File: src/rtl/core/assert_macros.svh
// Assertion macros shared by the RTL of the STUN response parser.
// Each macro names its label, the clock, the active-low reset and the property terms.
`ifndef ASSERT_MACROS_SVH
`define ASSERT_MACROS_SVH

// Same-cycle implication, disabled while reset is asserted.
`define ASSERT_IMPL(label, clk, rst_n, ante, cons) \
	label: assert property (@(posedge clk) disable iff (!(rst_n)) (ante) |-> (cons)) \
		else $error("same-cycle assertion failed");

// Next-cycle implication, disabled while reset is asserted.
`define ASSERT_NEXT(label, clk, rst_n, ante, cons) \
	label: assert property (@(posedge clk) disable iff (!(rst_n)) (ante) |=> (cons)) \
		else $error("next-cycle assertion failed");

`endif

File: src/rtl/core/sbrp_pkg.sv
// Package for the STUN binding response parser: item types, status codes, protocol constants.
// No dependencies; every other RTL file but assert_macros.svh imports it.
`timescale 1ns / 1ps

package sbrp_pkg;

	localparam logic [31:0] MAGIC_COOKIE   = 32'h2112A442;
	localparam logic [15:0] TYPE_BIND_RESP = 16'h0101;
	localparam logic [15:0] ATTR_MAPPED    = 16'h0001;
	localparam logic [15:0] ATTR_XOR       = 16'h0020;
	localparam logic [7:0]  FAMILY_IPV4    = 8'h01;
	localparam logic [16:0] HDR_BYTES      = 17'd20;
	localparam logic [16:0] POS_MAX        = 17'h1FFFF;

	typedef enum logic [2:0] {
		ST_OK         = 3'd0,
		ST_SHORT      = 3'd1,
		ST_BAD_TYPE   = 3'd2,
		ST_BAD_COOKIE = 3'd3,
		ST_TRUNCATED  = 3'd4,
		ST_NO_ADDR    = 3'd5
	} status_t;

	typedef struct packed {
		logic [7:0] data_byte;
		logic       last_byte;
	} in_item_t;

	typedef struct packed {
		status_t     status;
		logic [15:0] mapped_port;
		logic [31:0] mapped_ip;
		logic        from_xor;
	} out_item_t;

endpackage

File: src/rtl/core/sbrp_chan_if.sv
// Valid/ready channel interfaces for the message byte stream and the verdict stream.
// Depends on sbrp_pkg for the payload types.
`timescale 1ns / 1ps

interface sbrp_in_if import sbrp_pkg::*; ();
	logic     valid;
	logic     ready;
	in_item_t data;

	modport source (output valid, output data, input ready);
	modport sink (input valid, input data, output ready);
endinterface

interface sbrp_out_if import sbrp_pkg::*; ();
	logic      valid;
	logic      ready;
	out_item_t data;

	modport source (output valid, output data, input ready);
	modport sink (input valid, input data, output ready);
endinterface

File: src/rtl/core/sbrp_parse.sv
// Message state registers and the per-byte header check and attribute scan.
// Depends on sbrp_pkg; produces the verdict for the byte currently presented.
`timescale 1ns / 1ps

module sbrp_parse import sbrp_pkg::*; (
	input  logic      clk,
	input  logic      arst_n,
	input  logic      step,
	input  in_item_t  item,
	output out_item_t result
);

	logic [16:0] pos_q, pos_d;
	logic [15:0] type_q, type_d;
	logic [15:0] len_q, len_d;
	logic [31:0] cookie_q, cookie_d;
	logic [16:0] next_q, next_d;
	logic [15:0] kind_q, kind_d;
	logic [15:0] size_q, size_d;
	logic [7:0]  family_q, family_d;
	logic [15:0] port_q, port_d;
	logic [31:0] ip_q, ip_d;
	logic        found_q, found_d;
	logic        stopped_q, stopped_d;

	logic [7:0]  b;
	logic [16:0] msg_end;
	logic [16:0] off;
	logic [16:0] padded;
	logic [17:0] nxt;
	logic        scan_go;
	logic        overrun;
	logic        hit;
	logic [17:0] count;

	always_comb begin
		b         = item.data_byte;
		type_d    = type_q;
		len_d     = len_q;
		cookie_d  = cookie_q;
		next_d    = next_q;
		kind_d    = kind_q;
		size_d    = size_q;
		family_d  = family_q;
		port_d    = port_q;
		ip_d      = ip_q;
		found_d   = found_q;
		stopped_d = stopped_q;

		msg_end = HDR_BYTES + {1'b0, len_q};
		scan_go = (pos_q >= HDR_BYTES) && (pos_q < msg_end) && !found_q && !stopped_q
			&& (pos_q >= next_q);
		off     = pos_q - next_q;

		// Size field update happens first so the overrun and step checks see the new value.
		if (scan_go && (off == 17'd2 || off == 17'd3)) begin
			size_d = {size_q[7:0], b};
		end
		padded  = ({1'b0, size_d} + 17'd3) & ~17'd3;
		nxt     = {1'b0, next_q} + 18'd4 + {1'b0, padded};
		overrun = (off == 17'd3)
			&& (({1'b0, next_q} + 18'd4 + {2'b00, size_d}) > {1'b0, msg_end});
		hit     = (off == 17'd11) && (kind_q == ATTR_MAPPED || kind_q == ATTR_XOR)
			&& (size_q >= 16'd8) && (family_q == FAMILY_IPV4);

		if (pos_q < 17'd2) begin
			type_d = {type_q[7:0], b};
		end else if (pos_q < 17'd4) begin
			len_d = {len_q[7:0], b};
		end else if (pos_q < 17'd8) begin
			cookie_d = {cookie_q[23:0], b};
		end else if (scan_go) begin
			if (off < 17'd2) begin
				kind_d = {kind_q[7:0], b};
			end else if (off == 17'd5) begin
				family_d = b;
			end else if (off == 17'd6 || off == 17'd7) begin
				port_d = {port_q[7:0], b};
			end else if (off >= 17'd8 && off <= 17'd11) begin
				ip_d = {ip_q[23:0], b};
			end

			if (overrun) begin
				stopped_d = 1'b1;
			end else if (hit) begin
				if (kind_q == ATTR_XOR) begin
					port_d = port_d ^ MAGIC_COOKIE[31:16];
					ip_d   = ip_d ^ MAGIC_COOKIE;
				end
				found_d = 1'b1;
			end else if ({1'b0, off} == {1'b0, padded} + 18'd3) begin
				next_d = (nxt > {1'b0, POS_MAX}) ? POS_MAX : nxt[16:0];
			end
		end

		pos_d = (pos_q == POS_MAX) ? pos_q : pos_q + 17'd1;
		count = {1'b0, pos_q} + 18'd1;

		if (count < {1'b0, HDR_BYTES}) begin
			result.status = ST_SHORT;
		end else if (type_d != TYPE_BIND_RESP) begin
			result.status = ST_BAD_TYPE;
		end else if (cookie_d != MAGIC_COOKIE) begin
			result.status = ST_BAD_COOKIE;
		end else if (count < {1'b0, HDR_BYTES} + {2'b00, len_d}) begin
			result.status = ST_TRUNCATED;
		end else if (!found_d) begin
			result.status = ST_NO_ADDR;
		end else begin
			result.status = ST_OK;
		end

		if (result.status == ST_OK) begin
			result.mapped_port = port_d;
			result.mapped_ip   = ip_d;
			result.from_xor    = (kind_d == ATTR_XOR);
		end else begin
			result.mapped_port = '0;
			result.mapped_ip   = '0;
			result.from_xor    = 1'b0;
		end
	end

	always_ff @(posedge clk or negedge arst_n) begin
		if (!arst_n) begin
			pos_q     <= '0;
			type_q    <= '0;
			len_q     <= '0;
			cookie_q  <= '0;
			next_q    <= HDR_BYTES;
			kind_q    <= '0;
			size_q    <= '0;
			family_q  <= '0;
			port_q    <= '0;
			ip_q      <= '0;
			found_q   <= 1'b0;
			stopped_q <= 1'b0;
		end else if (step) begin
			if (item.last_byte) begin
				// The verdict closes the message; start over for the next one.
				pos_q     <= '0;
				type_q    <= '0;
				len_q     <= '0;
				cookie_q  <= '0;
				next_q    <= HDR_BYTES;
				kind_q    <= '0;
				size_q    <= '0;
				family_q  <= '0;
				port_q    <= '0;
				ip_q      <= '0;
				found_q   <= 1'b0;
				stopped_q <= 1'b0;
			end else begin
				pos_q     <= pos_d;
				type_q    <= type_d;
				len_q     <= len_d;
				cookie_q  <= cookie_d;
				next_q    <= next_d;
				kind_q    <= kind_d;
				size_q    <= size_d;
				family_q  <= family_d;
				port_q    <= port_d;
				ip_q      <= ip_d;
				found_q   <= found_d;
				stopped_q <= stopped_d;
			end
		end
	end

endmodule

File: src/rtl/core/sbrp_out_reg.sv
// Verdict output register driving the result channel.
// Depends on sbrp_pkg and sbrp_chan_if.
`timescale 1ns / 1ps

module sbrp_out_reg import sbrp_pkg::*; (
	input  logic              clk,
	input  logic              arst_n,
	input  logic              load,
	input  out_item_t         result,
	output logic              free,
	sbrp_out_if.source        verdict
);

	logic      valid_q;
	out_item_t data_q;

	// The slot can take a new verdict when empty or when the held one leaves this cycle.
	assign free = !valid_q || verdict.ready;

	always_ff @(posedge clk or negedge arst_n) begin
		if (!arst_n) begin
			valid_q <= 1'b0;
		end else if (free) begin
			valid_q <= load;
		end
	end

	always_ff @(posedge clk) begin
		if (load && free) begin
			data_q <= result;
		end
	end

	assign verdict.valid = valid_q;
	assign verdict.data  = data_q;

endmodule

File: src/rtl/core/stun_binding_response_parser_top.sv
// STUN binding response parser. Takes one message byte per clock while input ready is high, with
// a mark on the final byte, and gives one verdict per message: status, and the mapped IPv4 port
// and address when the header checks pass and a MAPPED or XOR-MAPPED attribute was found. Each
// byte is captured in an input register and the header check, attribute scan and verdict are
// computed from it in the following cycle; the verdict is then loaded into the output register
// and offered from there. Input ready drops only while a final byte waits behind a verdict that
// the sink has not yet taken; the single output register sets that limit.
`timescale 1ns / 1ps
`include "assert_macros.svh"

module stun_binding_response_parser_top import sbrp_pkg::*; (
	input  logic       clk,
	input  logic       arst_n,
	sbrp_in_if.sink    msg,
	sbrp_out_if.source verdict
);

	logic      valid_s1;
	in_item_t  item_s1;
	logic      adv;
	logic      out_free;
	out_item_t result;

	// A byte in the input register moves on unless it closes a message and the verdict slot is busy.
	assign adv       = valid_s1 && (!item_s1.last_byte || out_free);
	assign msg.ready = !valid_s1 || adv;

	always_ff @(posedge clk or negedge arst_n) begin
		if (!arst_n) begin
			valid_s1 <= 1'b0;
		end else if (msg.ready) begin
			valid_s1 <= msg.valid;
		end
	end

	always_ff @(posedge clk) begin
		if (msg.valid && msg.ready) begin
			item_s1 <= msg.data;
		end
	end

	sbrp_parse u_parse (
		.clk    (clk),
		.arst_n (arst_n),
		.step   (adv),
		.item   (item_s1),
		.result (result)
	);

	sbrp_out_reg u_out (
		.clk     (clk),
		.arst_n  (arst_n),
		.load    (adv && item_s1.last_byte),
		.result  (result),
		.free    (out_free),
		.verdict (verdict)
	);

	`ASSERT_NEXT(a_last_gives_verdict, clk, arst_n, adv && item_s1.last_byte, verdict.valid)
	`ASSERT_IMPL(a_fail_zero_fields, clk, arst_n, verdict.valid && verdict.data.status != ST_OK, verdict.data.mapped_port == 16'd0 && verdict.data.mapped_ip == 32'd0 && !verdict.data.from_xor)
	`ASSERT_IMPL(a_stall_cause, clk, arst_n, !msg.ready, valid_s1 && item_s1.last_byte && verdict.valid && !verdict.ready)

endmodule

File: src/flat_wrapper.sv
// flat-port wrapper written by rule: the top's interface ports become plain ports
module stun_binding_response_parser_top_flat import sbrp_pkg::*;
  (clk, arst_n, msg_valid, msg_data, msg_ready, verdict_valid, verdict_data, verdict_ready);
  sbrp_in_if msg_i ();
  sbrp_out_if verdict_i ();
  input  logic clk;
  input  logic arst_n;
  input wire logic [$bits(msg_i.valid)-1:0] msg_valid;
  input wire logic [$bits(msg_i.data)-1:0] msg_data;
  output wire logic [$bits(msg_i.ready)-1:0] msg_ready;
  output wire logic [$bits(verdict_i.valid)-1:0] verdict_valid;
  output wire logic [$bits(verdict_i.data)-1:0] verdict_data;
  input wire logic [$bits(verdict_i.ready)-1:0] verdict_ready;
  assign msg_i.valid = msg_valid;
  assign msg_i.data = msg_data;
  assign msg_ready = msg_i.ready;
  assign verdict_valid = verdict_i.valid;
  assign verdict_data = verdict_i.data;
  assign verdict_i.ready = verdict_ready;
  stun_binding_response_parser_top u_core (.clk(clk), .arst_n(arst_n), .msg(msg_i), .verdict(verdict_i));
endmodule
File: config.mk
export PLATFORM = sky130hd
export DESIGN_NAME = stun_binding_response_parser_top_flat
export DESIGN_NICKNAME = d
export VERILOG_FILES = /design/src/rtl/core/sbrp_pkg.sv /design/src/rtl/core/sbrp_chan_if.sv /design/src/rtl/core/sbrp_parse.sv /design/src/rtl/core/sbrp_out_reg.sv /design/src/rtl/core/stun_binding_response_parser_top.sv /design/src/flat_wrapper.sv
export VERILOG_INCLUDE_DIRS = /design/src /design/src/rtl/core
export SDC_FILE = /design/constraint.sdc
export NUM_CORES = 1
export LEC_CHECK = 0
export BUFFER_PORTS_ARGS = -buffer_cell sky130_fd_sc_hd__buf_2
export CAP_MARGIN = 0
export CORE_ASPECT_RATIO = 1.25
export CORE_UTILIZATION = 50
export DETAILED_ROUTE_END_ITERATION = 12
export PLACE_DENSITY_LB_ADDON = 0.15
export SYNTH_ARGS = -nofsm -noshare
export SYNTH_HDL_FRONTEND = slang
export SYNTH_SLANG_ARGS = --single-unit
File: constraint.sdc
create_clock -name clk -period 8.28 [get_ports clk]
set_clock_uncertainty 0.1 [all_clocks]
set_input_delay 0.414 -clock clk [delete_from_list [all_inputs] [get_ports clk]]
set_output_delay 0.414 -clock clk [all_outputs]
set_load 0.02 [all_outputs]
* Yosys cells after proc, flatten, opt, wreduce, memory -nomap -nowiden
Cells that the tools add are included.
** Operators by class
- Bitwise gates (word level) :: 2
- Mux-type cells :: 84
- Reduce and logical (&&, ||, !) cells :: 34
- Magnitude comparators :: 14
- $add $sub $neg :: 10
- Equal/unequal tests :: 21
** Operator list (count)
- 32-bit two-way mux :: 17
- 16-bit two-way mux :: 25
- 17-bit two-way mux :: 11
- 30-bit two-way mux :: 3
- 8-bit two-way mux :: 7
- 17-bit by 3-bit == test with 1-bit output (second input constant) :: 3
- 14-bit two-way mux :: 3
- 5-bit by 16-bit adder with 17-bit output (first input constant) :: 2
- 17-bit by 2-bit == test with 1-bit output (second input constant) :: 2
- 17-bit by 2-bit < comparator with 1-bit output (second input constant) :: 2
- 16-bit by 6-bit == test with 1-bit output (second input constant) :: 2
- 32-bit by 30-bit inequality test with 1-bit output (second input constant) :: 1
- 17-bit by 1-bit adder with 18-bit output (second input constant) :: 1
- 17-bit by 2-bit adder with 18-bit output (second input constant) :: 1
- 17-bit by 3-bit adder with 18-bit output (second input constant) :: 1
- 18-bit by 16-bit adder with 18-bit output :: 1
- 18-bit by 17-bit adder with 18-bit output :: 1
- 17-bit by 18-bit == test with 1-bit output :: 1
- 18-bit by 17-bit greater-than comparator with 1-bit output :: 1
- 18-bit by 17-bit greater-than comparator with 1-bit output (second input constant) :: 1
- 18-bit by 17-bit < comparator with 1-bit output :: 1
- 18-bit by 5-bit < comparator with 1-bit output (second input constant) :: 1
- 16-bit by 2-bit adder with 17-bit output (second input constant) :: 1
- 17-bit by 1-bit adder with 17-bit output (second input constant) :: 1
- 28 further kinds :: 75
** Word-level totals
- Flip-flop bits (word level) :: 251
- Logic and storage cells :: 185
- Output and inout bits :: 54
- Bits of input ports :: 13

* Depth between registers and ports, before layout
- Depth in word-level cells :: 22
- Depth in mapped cells :: 38
- Gate-level depth less buffers :: 35

* Hierarchy
From an unflattened synthesis, not the netlist that was laid out.
** Second synthesis, totals
- Cell total of the unflattened synthesis :: 1726
- Area total of the unflattened synthesis :: 16173.0 um^2
** By module, submodules not included
- sbrp_parse :: cells each 1654, area each 14208.6 um^2, sequential area each 4682.0 um^2, times used 1
- sbrp_out_reg :: cells each 56, area each 1615.3 um^2, sequential area each 1586.5 um^2, times used 1
- stun_binding_response_parser_top :: cells each 16, area each 349.1 um^2, sequential area each 295.3 um^2, times used 1

* Worst setup path before layout
No wires, ideal clock.
- Kind :: register to register
- Start :: register u_core.u_parse.pos_q[0]
- End :: register u_core.u_parse.next_q[4]
- Required time :: 8.097 ns
- Data arrival time :: 7.877 ns
- Slack :: 0.220 ns
- Path buffers :: 2
- Stages on the path, launching flop included :: 35
- Library setup time :: 0.083 ns
- Clock period less this slack :: 8.060 ns
- Path through :: dfrtp_1 inv_1 ha_1 inv_1 fa_1 a21o_1 a221oi_2 o211a_1 xor2_1 nand4b_1 nor4b_1 and3_1 buf_2 clkbuf_1 mux2i_1 inv_1 ha_1 a21o_1 a21oi_1 o21ai_0 a21oi_1 nand2b_1 or3_1 mux2_2 a31oi_2 a21oi_1 xnor2_1 ha_1 and2_1 and3_1 mux2_2 a221o_1 a311oi_4 nand3b_2 o32a_1
** Between the ends
- Cells in the longest elaborated chain, start to end :: 19
- Elaborated cells between the ends (all ways) :: 45
- Classes of those cells :: add/sub: 5; order compare: 8; eq/ne: 9; mux: 10; reduce/logical: 13
** RTL lines
- from (decl) :: line sbrp_parse.sv:13 : logic [16:0] pos_q, pos_d;
- from (signal assigned) :: line sbrp_parse.sv:154 : pos_q <= pos_d;
- parallel branches: the longest is 19 deep, another holds 18-bit by 17-bit adder with 18-bit output
- to (signal assigned) :: line sbrp_parse.sv:158 : next_q <= next_d;
- to (decl) :: line sbrp_parse.sv:17 : logic [16:0] next_q, next_d;
Parallel ways; which one is timed is not known. The select of a mux whose other input is x is not followed.
A chain may end at the register's enable or synchronous reset.

* Worst setup path after layout
- Start :: register u_core.u_parse.next_q[4]
- End :: register u_core.u_parse.next_q[3]
** Between the ends
- Cells in the longest elaborated chain, start to end :: 17
- Elaborated cells between the ends (all ways) :: 35
- Classes of those cells :: add/sub: 6; order compare: 3; eq/ne: 6; mux: 10; reduce/logical: 10
** RTL lines
- 17-bit subtractor :: line sbrp_parse.sv:53 : off = pos_q - next_q;
- 17-bit by 2-bit == test with 1-bit output (on tied branches) :: line sbrp_parse.sv:56, sbrp_parse.sv:61
- 1-bit logical OR :: line sbrp_parse.sv:56 : if (scan_go && (off == 17'd2 || off == 17'd3)) begin
- 1-bit logical AND :: line sbrp_parse.sv:56
- 16-bit two-way mux :: line sbrp_parse.sv:56
- 16-bit by 2-bit adder with 17-bit output :: line sbrp_parse.sv:59 : padded = ({1'b0, size_d} + 17'd3) & ~17'd3;
- 18-bit by 17-bit adder with 18-bit output :: line sbrp_parse.sv:60 : nxt = {1'b0, next_q} + 18'd4 + {1'b0, padded};
- 18-bit by 17-bit greater-than comparator with 1-bit output :: line sbrp_parse.sv:92 : next_d = (nxt > {1'b0, POS_MAX}) ? POS_MAX : nxt[16:0];
- 17-bit two-way mux :: line sbrp_parse.sv:92
- 17-bit two-way mux :: line sbrp_parse.sv:91 : end else if ({1'b0, off} == {1'b0, padded} + 18'd3) begin
- 17-bit two-way mux :: line sbrp_parse.sv:85 : end else if (hit) begin
- 17-bit two-way mux :: line sbrp_parse.sv:83 : if (overrun) begin
- 17-bit two-way mux :: line sbrp_parse.sv:72 : end else if (scan_go) begin
- 17-bit two-way mux :: line sbrp_parse.sv:70 : end else if (pos_q < 17'd8) begin
- 17-bit two-way mux :: line sbrp_parse.sv:68 : end else if (pos_q < 17'd4) begin
- 17-bit two-way mux :: line sbrp_parse.sv:66 : if (pos_q < 17'd2) begin
- 17-bit two-way mux :: line sbrp_parse.sv:139 : if (item.last_byte) begin
Several ways; a longest one is shown, not always the timed one. The select of a mux whose other input is x is not followed.

==> run summary <==
max cap viols: 0
final worst slack: 0.4164 ns
fin crit period: 7.864 ns
final setup fails: 0
top_reg_cell synth: dfrtp_1
crit-path max FO: 13
Area growth, synth to finish: 13.47%
CTS sink cnt: 250
final design utilization: 57.60%
CP Launch Point: u_core.u_parse.next_q[4]
RePlAce Congestion: 0.9833
critical path launch point type: flop
Cell Rows: 73
total CTS buffers: 27
syn avg cell area: 9.397 sq um
Clock Power Share: 38.1%
unrepaired setup endpoints after global routing: false
hold path cells: 2
syn nets: 1828
Synth Warn #: 0
cell taking the most area after synthesis: dfrtp_1
port buffer count: 66
share of post-route cells with drive strength above 1: 12.51%
Req. time, crit path: 8.65 ns
Post-synth EDFFs: 61
placed cells: 2167
switching power: 1.015 mW
Critical R2R Launch: u_core.u_parse.next_q[4]
remaining antenna violation count after routing: 0
Max stage delay on crit path: 0.69 ns
Worst setup EP type: flop
worst hold path class: flop to flop
vias: 13.76k
switching part of the total power: 30.05%
final net count: 1914
final hold slack: 0.3877 ns
critical path's slowest cell: or4_1
Post-Syn Instances: 1717
HP Start: u_core.u_parse.ip_q[29]
crit path kind: flop to flop
IO Pins: 67
Skew-Pair Late Insertion Delay: 0.56 ns
post-DR wirelength/cell: 21.24 microns
fin. max-slew vios: 0
Total Wirelength: 47470 microns
internal power: 2.362 mW
CTS tree: built
Synth cell types: 83
first-pass GRT wire length: 74950 microns
count leader, synth: nand2_1
number of global-route vias before repair: 13.30k
width of the die: 162.7 microns
DRT iter0 DRCs: 1274
CTS Root Cell: clkbuf_16
initial antenna violation count: 0
sequential area share after synthesis: 40.68%
Antenna Cells: 0
Synth Cell Area: 16140 sq um
Area contributors post-synth: dfrtp_1 29%, edfxtp_1 11%, ha_1 7.4%, a22o_1 7.3%, nand2_1 4.7%
final hold vios: 0
FF-to-FF path depth: 31
Die ar.: 33000 sq um
clock-pin slew on the worst setup and hold paths: 0.06 ns
Post-Place Worst Slack: 0.006006 ns
Cell Pwr Density: 184.4 nW/um^2
Post-synth ARST share: 75.60%
synth cell count leaders: 203 x nand2_1, 187 x dfrtp_1, 135 x a22o_1
fin area: 18310 sq um
Global Route Usage Sum: 29.00%
status: finished clean
Via density: 6.154
CTS H-tree lvls: 1
LEAKAGE: 8.112 nW
Yosys top cell area share: 29.00%
Initial Util: 50.76%
Die Y: 202.8 microns
Placed Area: 17110 sq um
Placeable Area: 31790 sq um
relative slew slack: 12.90%
Comb power frac: 21.5%
TritonRoute pass-1 iters: 5
crit share post-route: 94.97%
worst-margin pin slew: 1.293 ns
post-DP HPWL: 34450 microns
Flop pwr share: 40.4%
Max VDD drop: 158.6 uV
fmax: 127.2 MHz
Yosys reg bits: 250
Pwr Total: 3.377 mW
CTS max path bufs: 3
final std cells w/o fill: 2235
setup TNS: 0 ns
grt total ovfl: 0
WP data arrival: 8.23 ns
pin count of the biggest net entering global routing: 113
# DRC: 0
==> cell type report <==
type,instances,area (sq um)
fillers,2798,13480
multi-input cells,1310,9084
flip-flops and latches,250,6564
repair buffers,141,944.7
clock buffers,29,683.2
well taps,412,515.5
inverters,73,274.0
clock inverters,20,244.0
==> final timing paths <==
check	to	slack, ns
max in group asynchronous	u_core.u_parse.type_q[11]	5.99
worst min-delay path	u_core.u_parse.ip_q[29]	0.39
worst max register to register	u_core.u_parse.next_q[3]	0.42
worst max-delay path	u_core.u_parse.next_q[3]	0.42
min in group asynchronous	u_core.u_parse.ip_q[26]	0.45
worst min register to register	u_core.u_parse.ip_q[29]	0.39
==> power groups by stage <==
stage	combinational (mW)	sequential [mW]	clock [mW]
5_1_grt	0.800	1.37	1.35
3_3_place_gp	0.691	1.38	0
4_1_cts	0.710	1.36	1.30
6_report	0.726	1.36	1.29
2_1_floorplan	0.511	1.38	0
3_5_place_dp	0.702	1.38	0
==> cells in the final DEF, fill, tap and decap left out, drive strengths merged, types with 22 or more instances in the layout <==
cell type / count
a21o: 27
inv: 76
dfrtp: 187
a22o: 135
ha: 95
edfxtp: 61
nand3: 37
nand2: 203
o21ai: 94
nor3: 34
a21oi: 109
buf: 128
xor2: 56
xnor2: 72
nor2: 115
and3: 26
mux2i: 31
nor4: 22
clkbuf: 30
nand4: 28
==> logic make-up (layout without fill, tap and decap cells) <==
logic type                 Yosys count  after routing  share of synthesized area [%]
AOI/OAI and AO/OA                  478            478                          20.74
xor gates and xnor gates           129            129                          7.087
adders and majority gates          101            101                          7.925
buffers and inverters              157            263                          3.854
DFF                                250            250                          40.68
muxes                               40             40                          2.551
and+or+nand+nor                    562            562                          17.17
==> registers in the layout, indices dropped and copies added (netlist names), 16 cells and up <==
| register | cells |
|---|---|
| u_core.u_parse.kind_q | 16 |
| u_core.u_parse.len_q | 16 |
| u_core.u_parse.size_q | 16 |
| u_core.u_parse.pos_q | 17 |
| u_core.u_parse.type_q | 16 |
| u_core.u_parse.port_q | 16 |
| u_core.u_out.verdict.data | 52 |
| u_core.u_parse.cookie_q | 32 |
| u_core.u_parse.next_q | 16 |
| u_core.u_parse.ip_q | 32 |
==> worst max-delay path: cells and delay by family, from the launching register on <==
family                     cells  cell delay (ns)
DFF                            1             0.58
and+or+nand+nor               12             2.51
muxes                          2             0.52
buffers and inverters          5             0.88
xor gates and xnor gates       1             0.15
AOI/OAI and AO/OA              8             2.07
adders and majority gates      3             0.96
==> routing by layer <==
layer / global-route usage (%) / share of wire, % / vias to the layer above
li1: - / - / 6452
met1: 37.46 / 42 / 6809
met2: 49.66 / 50 / 400
met3: 3.044 / 4.7 / 94
met4: 11.38 / 3.7 / 0
met5: 0 / 0 / -
==> timing repair <==
item                                   4_1_cts  5_1_grt
hold buffers                                12        0
setup buffers                                0        7
pin swaps                                    0        5
gates resized for setup                      1       21
endpoints found under the hold margin      110        0
setup endpoints to repair                   12       17
Note: power is estimated with default switching activity, not from simulation.
